$ cat src/hw/rtl/tssa_pkg.sv
// Shared types, constants and the wake-up helper of the two-side shared resource arbiter.
// Used by every module of the block; depends on nothing else.
package tssa_pkg;

  localparam int unsigned MaxCapacity = 16;
  localparam int unsigned MaxWaiting  = 255;

  localparam int unsigned CntW   = 5;  // present and admitted counts, 0..MaxCapacity
  localparam int unsigned WaitW  = 8;  // wait counts, 0..MaxWaiting
  localparam int unsigned BatchW = 6;  // batch counts and batch limit

  typedef logic [CntW-1:0]   cnt_t;
  typedef logic [WaitW-1:0]  wait_t;
  typedef logic [BatchW-1:0] batch_t;

  localparam cnt_t   MaxCapCnt  = CntW'(MaxCapacity);
  localparam wait_t  MaxWaitCnt = WaitW'(MaxWaiting);
  localparam batch_t BatchSat   = '1;

  localparam cnt_t   CapReset   = 5'd4;
  localparam batch_t LimReset   = 6'd8;

  // Configuration register indexes
  localparam logic CfgCapacity   = 1'b0;
  localparam logic CfgBatchLimit = 1'b1;

  // Event kinds
  localparam logic ActArrive = 1'b0;
  localparam logic ActDepart = 1'b1;

  typedef enum logic [1:0] {
    ErrOk          = 2'd0,
    ErrWaitFull    = 2'd1,
    ErrNonePresent = 2'd2
  } err_e;

  typedef struct packed {
    cnt_t  count;
    logic  side;
    logic  queued;
    err_e  err;
    cnt_t  users;
    wait_t wait0;
    wait_t wait1;
  } result_t;

  typedef struct packed {
    wait_t  w;
    cnt_t   p;
    batch_t b;
    cnt_t   n;
  } wake_t;

  // Admit one waiter if room allows, then a run bounded by waiters, room and batch allowance.
  function automatic wake_t wake(wait_t w, cnt_t p, batch_t b, cnt_t cap, batch_t lim);
    wake_t         r;
    wait_t         w1;
    cnt_t          p1;
    batch_t        b1;
    wait_t         more;
    wait_t         room;
    wait_t         allow;
    logic [BatchW:0] bsum;
    r.w = w;
    r.p = p;
    r.b = b;
    r.n = '0;
    if (w != '0 && p < cap) begin
      w1   = w - 1'b1;
      p1   = p + 1'b1;
      b1   = (b < BatchSat) ? b + 1'b1 : b;
      more = '0;
      if (p1 < cap && b1 < lim) begin
        room  = WaitW'(cap - p1);
        allow = WaitW'(lim - b1);
        more  = w1;
        if (room < more) more = room;
        if (allow < more) more = allow;
      end
      bsum = {1'b0, b1} + (BatchW+1)'(more);
      r.w  = w1 - more;
      r.p  = p1 + CntW'(more);
      r.b  = (bsum > {1'b0, BatchSat}) ? BatchSat : bsum[BatchW-1:0];
      r.n  = CntW'(more) + 1'b1;
    end
    return r;
  endfunction

endpackage

$ cat src/hw/rtl/two_side_shared_resource_arbiter_top.sv
// Top level of the two-side shared resource arbiter (one-lane bridge scheduler).
// Depends on tssa_pkg, tssa_cfg, tssa_core and tssa_out.
//
// Usage:
//   Slave channel: one event per transaction; s_tdata[0] is the action (0 arrive,
//   1 depart), s_tuser is the side (0 first, 1 second).
//   Master channel: one result transaction per event, in event order.
//   Configuration: cfg_we_i with cfg_idx_i 0 writes capacity (low 5 bits of
//   cfg_wdata_i), index 1 writes the batch limit; write only while idle.
// Timing:
//   An accepted event is held in the input register, is resolved there against the
//   per-side counters, and is then loaded into the result register, which drives
//   m_tvalid. The counter update is a single short combinational pass, so one event
//   per cycle is sustained while m_tready stays high.
// Reset:
//   All counts clear to zero, capacity returns to 4 and batch limit to 8; both
//   channels come up empty.
// Stall:
//   When m_tready is low the result holds; the input register still fills, and
//   s_tready drops only once both registers are occupied.
module two_side_shared_resource_arbiter_top (
  input  logic        clk_i,
  input  logic        rst_ni,
  input  logic        s_tvalid,
  output logic        s_tready,
  input  logic [7:0]  s_tdata,   // [0] action, [7:1] zero
  input  logic        s_tuser,   // [0] side
  output logic        m_tvalid,
  input  logic        m_tready,
  output logic [31:0] m_tdata,   // [4:0] admitted_count, [5] arrival_queued,
                                 // [7:6] error_code, [12:8] users_present,
                                 // [20:13] first_waiting, [28:21] second_waiting, [31:29] zero
  output logic        m_tuser,   // [0] admitted_side
  input  logic        cfg_we_i,
  input  logic        cfg_idx_i,
  input  logic [5:0]  cfg_wdata_i
);

  logic              in_valid_q, in_valid_d;
  logic              action_q, side_q;
  logic              adv, out_free;
  tssa_pkg::cnt_t    cap;
  tssa_pkg::batch_t  lim;
  tssa_pkg::result_t res_comb, res_out;

  tssa_cfg u_cfg (
    .clk_i       (clk_i),
    .rst_ni      (rst_ni),
    .cfg_we_i    (cfg_we_i),
    .cfg_idx_i   (cfg_idx_i),
    .cfg_wdata_i (cfg_wdata_i),
    .cap_o       (cap),
    .lim_o       (lim)
  );

  // Advance the held event into the result register when that register is free.
  assign adv        = in_valid_q && out_free;
  assign s_tready   = !in_valid_q || adv;
  assign in_valid_d = (s_tvalid && s_tready) || (in_valid_q && !adv);

  always_ff @(posedge clk_i or negedge rst_ni) begin
    if (!rst_ni) begin
      in_valid_q <= 1'b0;
    end else begin
      in_valid_q <= in_valid_d;
    end
  end

  // Capture the event payload on every accepted transaction.
  always_ff @(posedge clk_i) begin
    if (s_tvalid && s_tready) begin
      action_q <= s_tdata[0];
      side_q   <= s_tuser;
    end
  end

  tssa_core u_core (
    .clk_i    (clk_i),
    .rst_ni   (rst_ni),
    .adv_i    (adv),
    .action_i (action_q),
    .side_i   (side_q),
    .cap_i    (cap),
    .lim_i    (lim),
    .res_o    (res_comb)
  );

  tssa_out u_out (
    .clk_i    (clk_i),
    .rst_ni   (rst_ni),
    .load_i   (adv),
    .res_i    (res_comb),
    .ready_i  (m_tready),
    .valid_o  (m_tvalid),
    .free_o   (out_free),
    .res_o    (res_out)
  );

  // Pack the result fields from the lowest bit up.
  assign m_tdata = {3'b000, res_out.wait1, res_out.wait0, res_out.users,
                    res_out.err, res_out.queued, res_out.count};
  assign m_tuser = res_out.side;

endmodule

$ cat src/hw/rtl/tssa_cfg.sv
// Configuration registers of the arbiter and their effective (clamped) values.
// Depends on tssa_pkg.
module tssa_cfg (
  input  logic                clk_i,
  input  logic                rst_ni,
  input  logic                cfg_we_i,
  input  logic                cfg_idx_i,
  input  tssa_pkg::batch_t    cfg_wdata_i,
  output tssa_pkg::cnt_t      cap_o,
  output tssa_pkg::batch_t    lim_o
);

  tssa_pkg::cnt_t   cap_q, cap_d;
  tssa_pkg::batch_t lim_q, lim_d;

  always_comb begin
    cap_d = cap_q;
    lim_d = lim_q;
    if (cfg_we_i) begin
      unique case (cfg_idx_i)
        tssa_pkg::CfgCapacity:   cap_d = cfg_wdata_i[tssa_pkg::CntW-1:0];
        tssa_pkg::CfgBatchLimit: lim_d = cfg_wdata_i;
        default: ;
      endcase
    end
  end

  always_ff @(posedge clk_i or negedge rst_ni) begin
    if (!rst_ni) begin
      cap_q <= tssa_pkg::CapReset;
      lim_q <= tssa_pkg::LimReset;
    end else begin
      cap_q <= cap_d;
      lim_q <= lim_d;
    end
  end

  // zero acts as one; capacity clamps to the maximum
  assign cap_o = (cap_q == '0) ? tssa_pkg::cnt_t'(1) :
                 (cap_q > tssa_pkg::MaxCapCnt) ? tssa_pkg::MaxCapCnt : cap_q;
  assign lim_o = (lim_q == '0) ? tssa_pkg::batch_t'(1) : lim_q;

endmodule

$ cat src/hw/rtl/tssa_core.sv
// Per-side counters and the combinational event update of the arbiter.
// Depends on tssa_pkg.
module tssa_core (
  input  logic               clk_i,
  input  logic               rst_ni,
  input  logic               adv_i,
  input  logic               action_i,
  input  logic               side_i,
  input  tssa_pkg::cnt_t     cap_i,
  input  tssa_pkg::batch_t   lim_i,
  output tssa_pkg::result_t  res_o
);

  tssa_pkg::wait_t  wait_q  [2];
  tssa_pkg::wait_t  wait_d  [2];
  tssa_pkg::cnt_t   pres_q  [2];
  tssa_pkg::cnt_t   pres_d  [2];
  tssa_pkg::batch_t batch_q [2];
  tssa_pkg::batch_t batch_d [2];

  tssa_pkg::wait_t  own_w, oth_w, nown_w, noth_w;
  tssa_pkg::cnt_t   own_p, oth_p, nown_p, noth_p, dep_p;
  tssa_pkg::batch_t own_b, oth_b, nown_b, noth_b, dep_b;
  logic             blocked, hand_over;
  tssa_pkg::wake_t  wk;

  // own side follows the event, other side is its opposite
  assign own_w = side_i ? wait_q[1]  : wait_q[0];
  assign oth_w = side_i ? wait_q[0]  : wait_q[1];
  assign own_p = side_i ? pres_q[1]  : pres_q[0];
  assign oth_p = side_i ? pres_q[0]  : pres_q[1];
  assign own_b = side_i ? batch_q[1] : batch_q[0];
  assign oth_b = side_i ? batch_q[0] : batch_q[1];

  assign blocked   = (oth_p != '0) || (own_p >= cap_i) || (own_b >= lim_i) || (own_w != '0);
  assign dep_p     = own_p - 1'b1;
  assign dep_b     = (dep_p == '0) ? '0 : own_b;
  assign hand_over = (dep_p == '0) && (oth_w != '0);

  assign wk = hand_over ? tssa_pkg::wake(oth_w, oth_p, oth_b, cap_i, lim_i)
                        : tssa_pkg::wake(own_w, dep_p, dep_b, cap_i, lim_i);

  always_comb begin
    nown_w = own_w;
    nown_p = own_p;
    nown_b = own_b;
    noth_w = oth_w;
    noth_p = oth_p;
    noth_b = oth_b;
    res_o.count  = '0;
    res_o.side   = side_i;
    res_o.queued = 1'b0;
    res_o.err    = tssa_pkg::ErrOk;
    if (action_i == tssa_pkg::ActArrive) begin
      if (blocked) begin
        if (own_w >= tssa_pkg::MaxWaitCnt) begin
          res_o.err = tssa_pkg::ErrWaitFull;
        end else begin
          nown_w       = own_w + 1'b1;
          res_o.queued = 1'b1;
        end
      end else begin
        nown_p      = own_p + 1'b1;
        nown_b      = (own_b < tssa_pkg::BatchSat) ? own_b + 1'b1 : own_b;
        res_o.count = tssa_pkg::cnt_t'(1);
      end
    end else if (own_p == '0) begin
      res_o.err = tssa_pkg::ErrNonePresent;
    end else begin
      nown_p = dep_p;
      nown_b = dep_b;
      if (hand_over) begin
        noth_w      = wk.w;
        noth_p      = wk.p;
        noth_b      = wk.b;
        res_o.count = wk.n;
        res_o.side  = ~side_i;
      end else if (own_w != '0 && (dep_b < lim_i || oth_w == '0)) begin
        nown_w      = wk.w;
        nown_p      = wk.p;
        nown_b      = wk.b;
        res_o.count = wk.n;
      end
    end
    wait_d[0]  = side_i ? noth_w : nown_w;
    wait_d[1]  = side_i ? nown_w : noth_w;
    pres_d[0]  = side_i ? noth_p : nown_p;
    pres_d[1]  = side_i ? nown_p : noth_p;
    batch_d[0] = side_i ? noth_b : nown_b;
    batch_d[1] = side_i ? nown_b : noth_b;
    res_o.users = (pres_d[0] != '0) ? pres_d[0] : pres_d[1];
    res_o.wait0 = wait_d[0];
    res_o.wait1 = wait_d[1];
  end

  always_ff @(posedge clk_i or negedge rst_ni) begin
    if (!rst_ni) begin
      wait_q[0]  <= '0;
      wait_q[1]  <= '0;
      pres_q[0]  <= '0;
      pres_q[1]  <= '0;
      batch_q[0] <= '0;
      batch_q[1] <= '0;
    end else if (adv_i) begin
      wait_q[0]  <= wait_d[0];
      wait_q[1]  <= wait_d[1];
      pres_q[0]  <= pres_d[0];
      pres_q[1]  <= pres_d[1];
      batch_q[0] <= batch_d[0];
      batch_q[1] <= batch_d[1];
    end
  end

endmodule

$ cat src/hw/rtl/tssa_out.sv
// Result register of the arbiter: holds one result transaction until the receiver takes it.
// Depends on tssa_pkg.
module tssa_out (
  input  logic               clk_i,
  input  logic               rst_ni,
  input  logic               load_i,
  input  tssa_pkg::result_t  res_i,
  input  logic               ready_i,
  output logic               valid_o,
  output logic               free_o,
  output tssa_pkg::result_t  res_o
);

  logic              valid_q, valid_d;
  tssa_pkg::result_t res_q;

  assign free_o  = !valid_q || ready_i;
  assign valid_d = load_i || (valid_q && !ready_i);

  always_ff @(posedge clk_i or negedge rst_ni) begin
    if (!rst_ni) begin
      valid_q <= 1'b0;
    end else begin
      valid_q <= valid_d;
    end
  end

  always_ff @(posedge clk_i) begin
    if (load_i) begin
      res_q <= res_i;
    end
  end

  assign valid_o = valid_q;
  assign res_o   = res_q;

endmodule

$ cat config.mk
export PLATFORM = sky130hd
export DESIGN_NAME = two_side_shared_resource_arbiter_top
export DESIGN_NICKNAME = d
export VERILOG_FILES = /design/src/hw/rtl/tssa_pkg.sv /design/src/hw/rtl/two_side_shared_resource_arbiter_top.sv /design/src/hw/rtl/tssa_cfg.sv /design/src/hw/rtl/tssa_core.sv /design/src/hw/rtl/tssa_out.sv
export SDC_FILE = /design/constraint.sdc
export NUM_CORES = 1
export LEC_CHECK = 0
export ABC_CLOCK_PERIOD_IN_PS = 26200
export BUFFER_PORTS_ARGS = -buffer_cell sky130_fd_sc_hd__buf_2
export CORE_MARGIN = 3
export CORE_UTILIZATION = 55
export CTS_BUF_LIST = sky130_fd_sc_hd__clkbuf_16
export DETAILED_ROUTE_END_ITERATION = 10
export MAX_ROUTING_LAYER = met4
export PLACE_DENSITY = 0.73
export SLEW_MARGIN = 20
export SYNTH_ARGS = -nofsm -noshare
export SYNTH_HDL_FRONTEND = slang
export SYNTH_SLANG_ARGS = --single-unit
export TNS_END_PERCENT = 10
$ cat constraint.sdc
create_clock -name clk_i -period 26.2 [get_ports clk_i]
set_input_delay 2.62 -clock clk_i [delete_from_list [all_inputs] [get_ports clk_i]]
set_output_delay 2.62 -clock clk_i [all_outputs]
set_load 0.05 [all_outputs]
==> flow_summary.yaml <==
run_status:
  status: "complete, no violations"
finish:
  final_cell_mix: "122 x ha_1, 109 x inv_1, 87 x nor2_1, 87 x nand2_1, 84 x a21oi_1"
  layout_commonest_cell: "ha_1"
  stdcell_area_um2: 10700
  syn_to_final_growth_pct: 6.64
  diodes: 0
  final_layout_size_suffix_gt1_share_pct: 12.3
  num-fill-cells: 1553
  nets: 1364
setup_path:
  path_max_fanout: 45
  worstSetupEndpointType: "flop"
  cp-start-kind: "flop"
  reg2reg_slack_ps: 15730
  r2r-end: "u_out.res_o[17]$_DFFE_PP_"
  crit_required_ps: 26430
  slowest_stage: "mux2i_1"
  critPathMaxStageDelay_ps: 760
  ff2ff_path_depth: 36
  path_common_cell: "ha_1"
  critical_path_class: "reg2reg"
  cp_data_arrival_time_ps: 10700
  worstReg2RegStart: "side_q$_DFFE_PP_"
timing:
  finalSetupViolations: 0
  layout_min_cycle_time_ps: 10470
  rsz0062_at_grt: "no"
  fin_skew_ps: 10.1
  fin_crit_sh_pct: 40.0
  tightest_slew_ps: 1030
  max_slew_margin_pct: 30.6
  hold_viol: 0
  drv_slew: 0
  fmax_mhz: 95.5
  fin_tns_setup_ps: 0
die:
  start_util_pct: 57.0
  pin_count: 56
  coreArea_um2: 17500
  rows: 48
  fp.dieH_um: 141
  die-area_um2: 19800
  die_width_um: 141
clock_tree:
  cts_root_buf: "clkbuf_16"
  ctsHoldBuffers: 0
  htreeDepth: 3
  cts_buffers: 9
  cts_resized: 0
  clkTransAtPathRegs_ps: 70
  clk_latency_ps: 360
  cts_setup_buffers: 0
  cts_buffer_depth: 2
  clock_sinks: 83
  cts_tree: "done"
drt:
  drc: 0
  wl_per_cell_um: 20.0
  vias: 9073
  drt_iter0_drc: 872
  via_per_inst: 6.30
  detailedRoute.firstPassIterationCount: 6
  wirelength_mm: 28.9
  ant_nets: 0
synth:
  ys_seq_area_share_pct: 22.4
  synth_area_um2: 10000
  syn-instance-count: 1188
  ys_async_sr_fraction_pct: 61.4
  ys_seq_elements: 83
  dominantRegCellSynth: "dfrtp_1"
  yosysUniqueCellTypes: 85
  ys_warn_count: 0
  syn-mean-instance-area_um2: 8.42
  synth-edff-count: 32
grt:
  grt-ovfl-total: 0
  grt_max_degree: 69
  grt_pass1_wl_mm: 46.0
  grt_usage_pct: 30.2
  antenna_found_initial: 0
  grt_pass1_vias: 8616
worst_hold_path:
  holdPathEnd: "u_out.valid_o$_DFF_PN0_"
  min_path_type: "reg2reg"
  min_from: "in_valid_q$_DFF_PN0_"
  holdPathStages: 1
place:
  post-dp-hpwl_mm: 22.8
  gp_congestion: 1.00
  dpl_cell_area_um2: 10400
  io_buffers: 45
job:
  maxCapViolations: 0
[area by class of cell]
| cell class | count | area, µm² | area share [%] |
|---|---|---|---|
| Multi-Input combinational cell | 950 | 7140 | 66.9 |
| Sequential cell | 83 | 2240 | 21.0 |
| Inverter | 112 | 420 | 3.94 |
| Timing Repair Buffer | 55 | 300 | 2.82 |
| Tap cell | 225 | 282 | 2.64 |
| Clock buffer | 9 | 225 | 2.11 |
| Clock inverter | 7 | 58.8 | 0.552 |
[state kept, by name (all words and copies together) (netlist names)]
name / count
u_out.res_o: 30
u_core.wait_q: 16
u_core.batch_q: 12
u_core.pres_q: 10
u_cfg.lim_q: 6
u_cfg.cap_q: 5
action_q: 1
in_valid_q: 1
side_q: 1
u_out.valid_o: 1
[per-layer routing]
metal | wire length [µm] | GRT usage (%) | up-vias
li1 | - | - | 4298
met2 | 13400 | 47.9 | 375
met4 | 1360 | 13.9 | 0
met5 | 0 | - | -
met1 | 12000 | 38.1 | 4310
met3 | 2080 | 4.78 | 90
[how the worst max path moves through the flow]
stage,end,from,slack (ps)
final,u_out.res_o[17]$_DFFE_PP_,side_q$_DFFE_PP_,15730
after global routing,u_out.res_o[17]$_DFFE_PP_,side_q$_DFFE_PP_,14920
after CTS,u_out.res_o[17]$_DFFE_PP_,side_q$_DFFE_PP_,15980
after detailed placement,u_out.res_o[17]$_DFFE_PP_,side_q$_DFFE_PP_,16070
after global placement,u_out.res_o[17]$_DFFE_PP_,side_q$_DFFE_PP_,16180
after floorplan,u_out.res_o[17]$_DFFE_PP_,side_q$_DFFE_PP_,17190
[synthesized netlist by cell type (7+ instances only)]
cell	n	area share, %
mux2_2	45	5.1
and3_1	11	0.69
a21oi_1	84	4.2
xor2_1	23	2.0
dfrtp_1	49	12
inv_1	110	4.1
nand2b_1	17	1.1
nor2b_1	20	1.3
o21a_1	15	1.1
nor3_1	19	0.95
and2_1	9	0.56
edfxtp_1	32	9.6
ha_1	122	15
xnor2_1	54	4.7
clkbuf_1	34	1.3
o211ai_1	10	0.75
a31oi_1	10	0.63
nor2_1	87	3.3
mux2i_1	46	4.6
o22ai_1	16	1.0
o21bai_1	10	0.75
or3_1	7	0.44
o31ai_1	8	0.60
fa_1	10	2.0
nor3b_1	8	0.60
nand2_1	87	3.3
nand3_1	26	1.3
a21o_1	25	1.9
a211oi_1	12	0.90
nand4_1	11	0.69
o21ai_0	74	3.7
[kinds of logic (layout without fill, tap and decap cells)]
| kind of cell | Yosys count | after routing | share of synthesized area (%) |
|---|---|---|---|
| AND/OR/NAND/NOR | 328 | 328 | 16.1 |
| AO/OA/AOI/OAI | 310 | 310 | 20.0 |
| buffers and inverters | 157 | 183 | 6.29 |
| adder cells (fa/ha/maj) | 133 | 133 | 17.4 |
| multiplexers | 96 | 96 | 10.6 |
| flip-flops | 83 | 83 | 22.4 |
| XOR/XNOR | 80 | 80 | 7.23 |
| other | 1 | 3 | 0.0375 |
[metrics by stage]
stage | std cells | hold WS, ps | util, % | setup slack (ps)
2_1_floorplan | 1190 | 457 | - | 17190
3_3_place_gp | 1425 | 492 | 59.2 | 16180
3_5_place_dp | 1425 | 479 | 59.2 | 16070
4_1_cts | 1441 | 511 | 60.8 | 15980
5_1_grt | 1441 | 541 | 60.8 | 14920
6_report | 1441 | 509 | 60.8 | 15730
[worst max-delay path: cells and delay by family, from the launching register on]
kind                       cells  cell delay (ps)
AOI/OAI and AO/OA             16             4590
xor gates and xnor gates       3              630
adders and majority gates      5             1590
buffers and inverters          4              940
DFF                            1              330
muxes                          1              760
and+or+nand+nor                7             1430
Power is not shown: default switching activity piles up to over one toggle a cycle in this logic, so the estimate is an artifact.
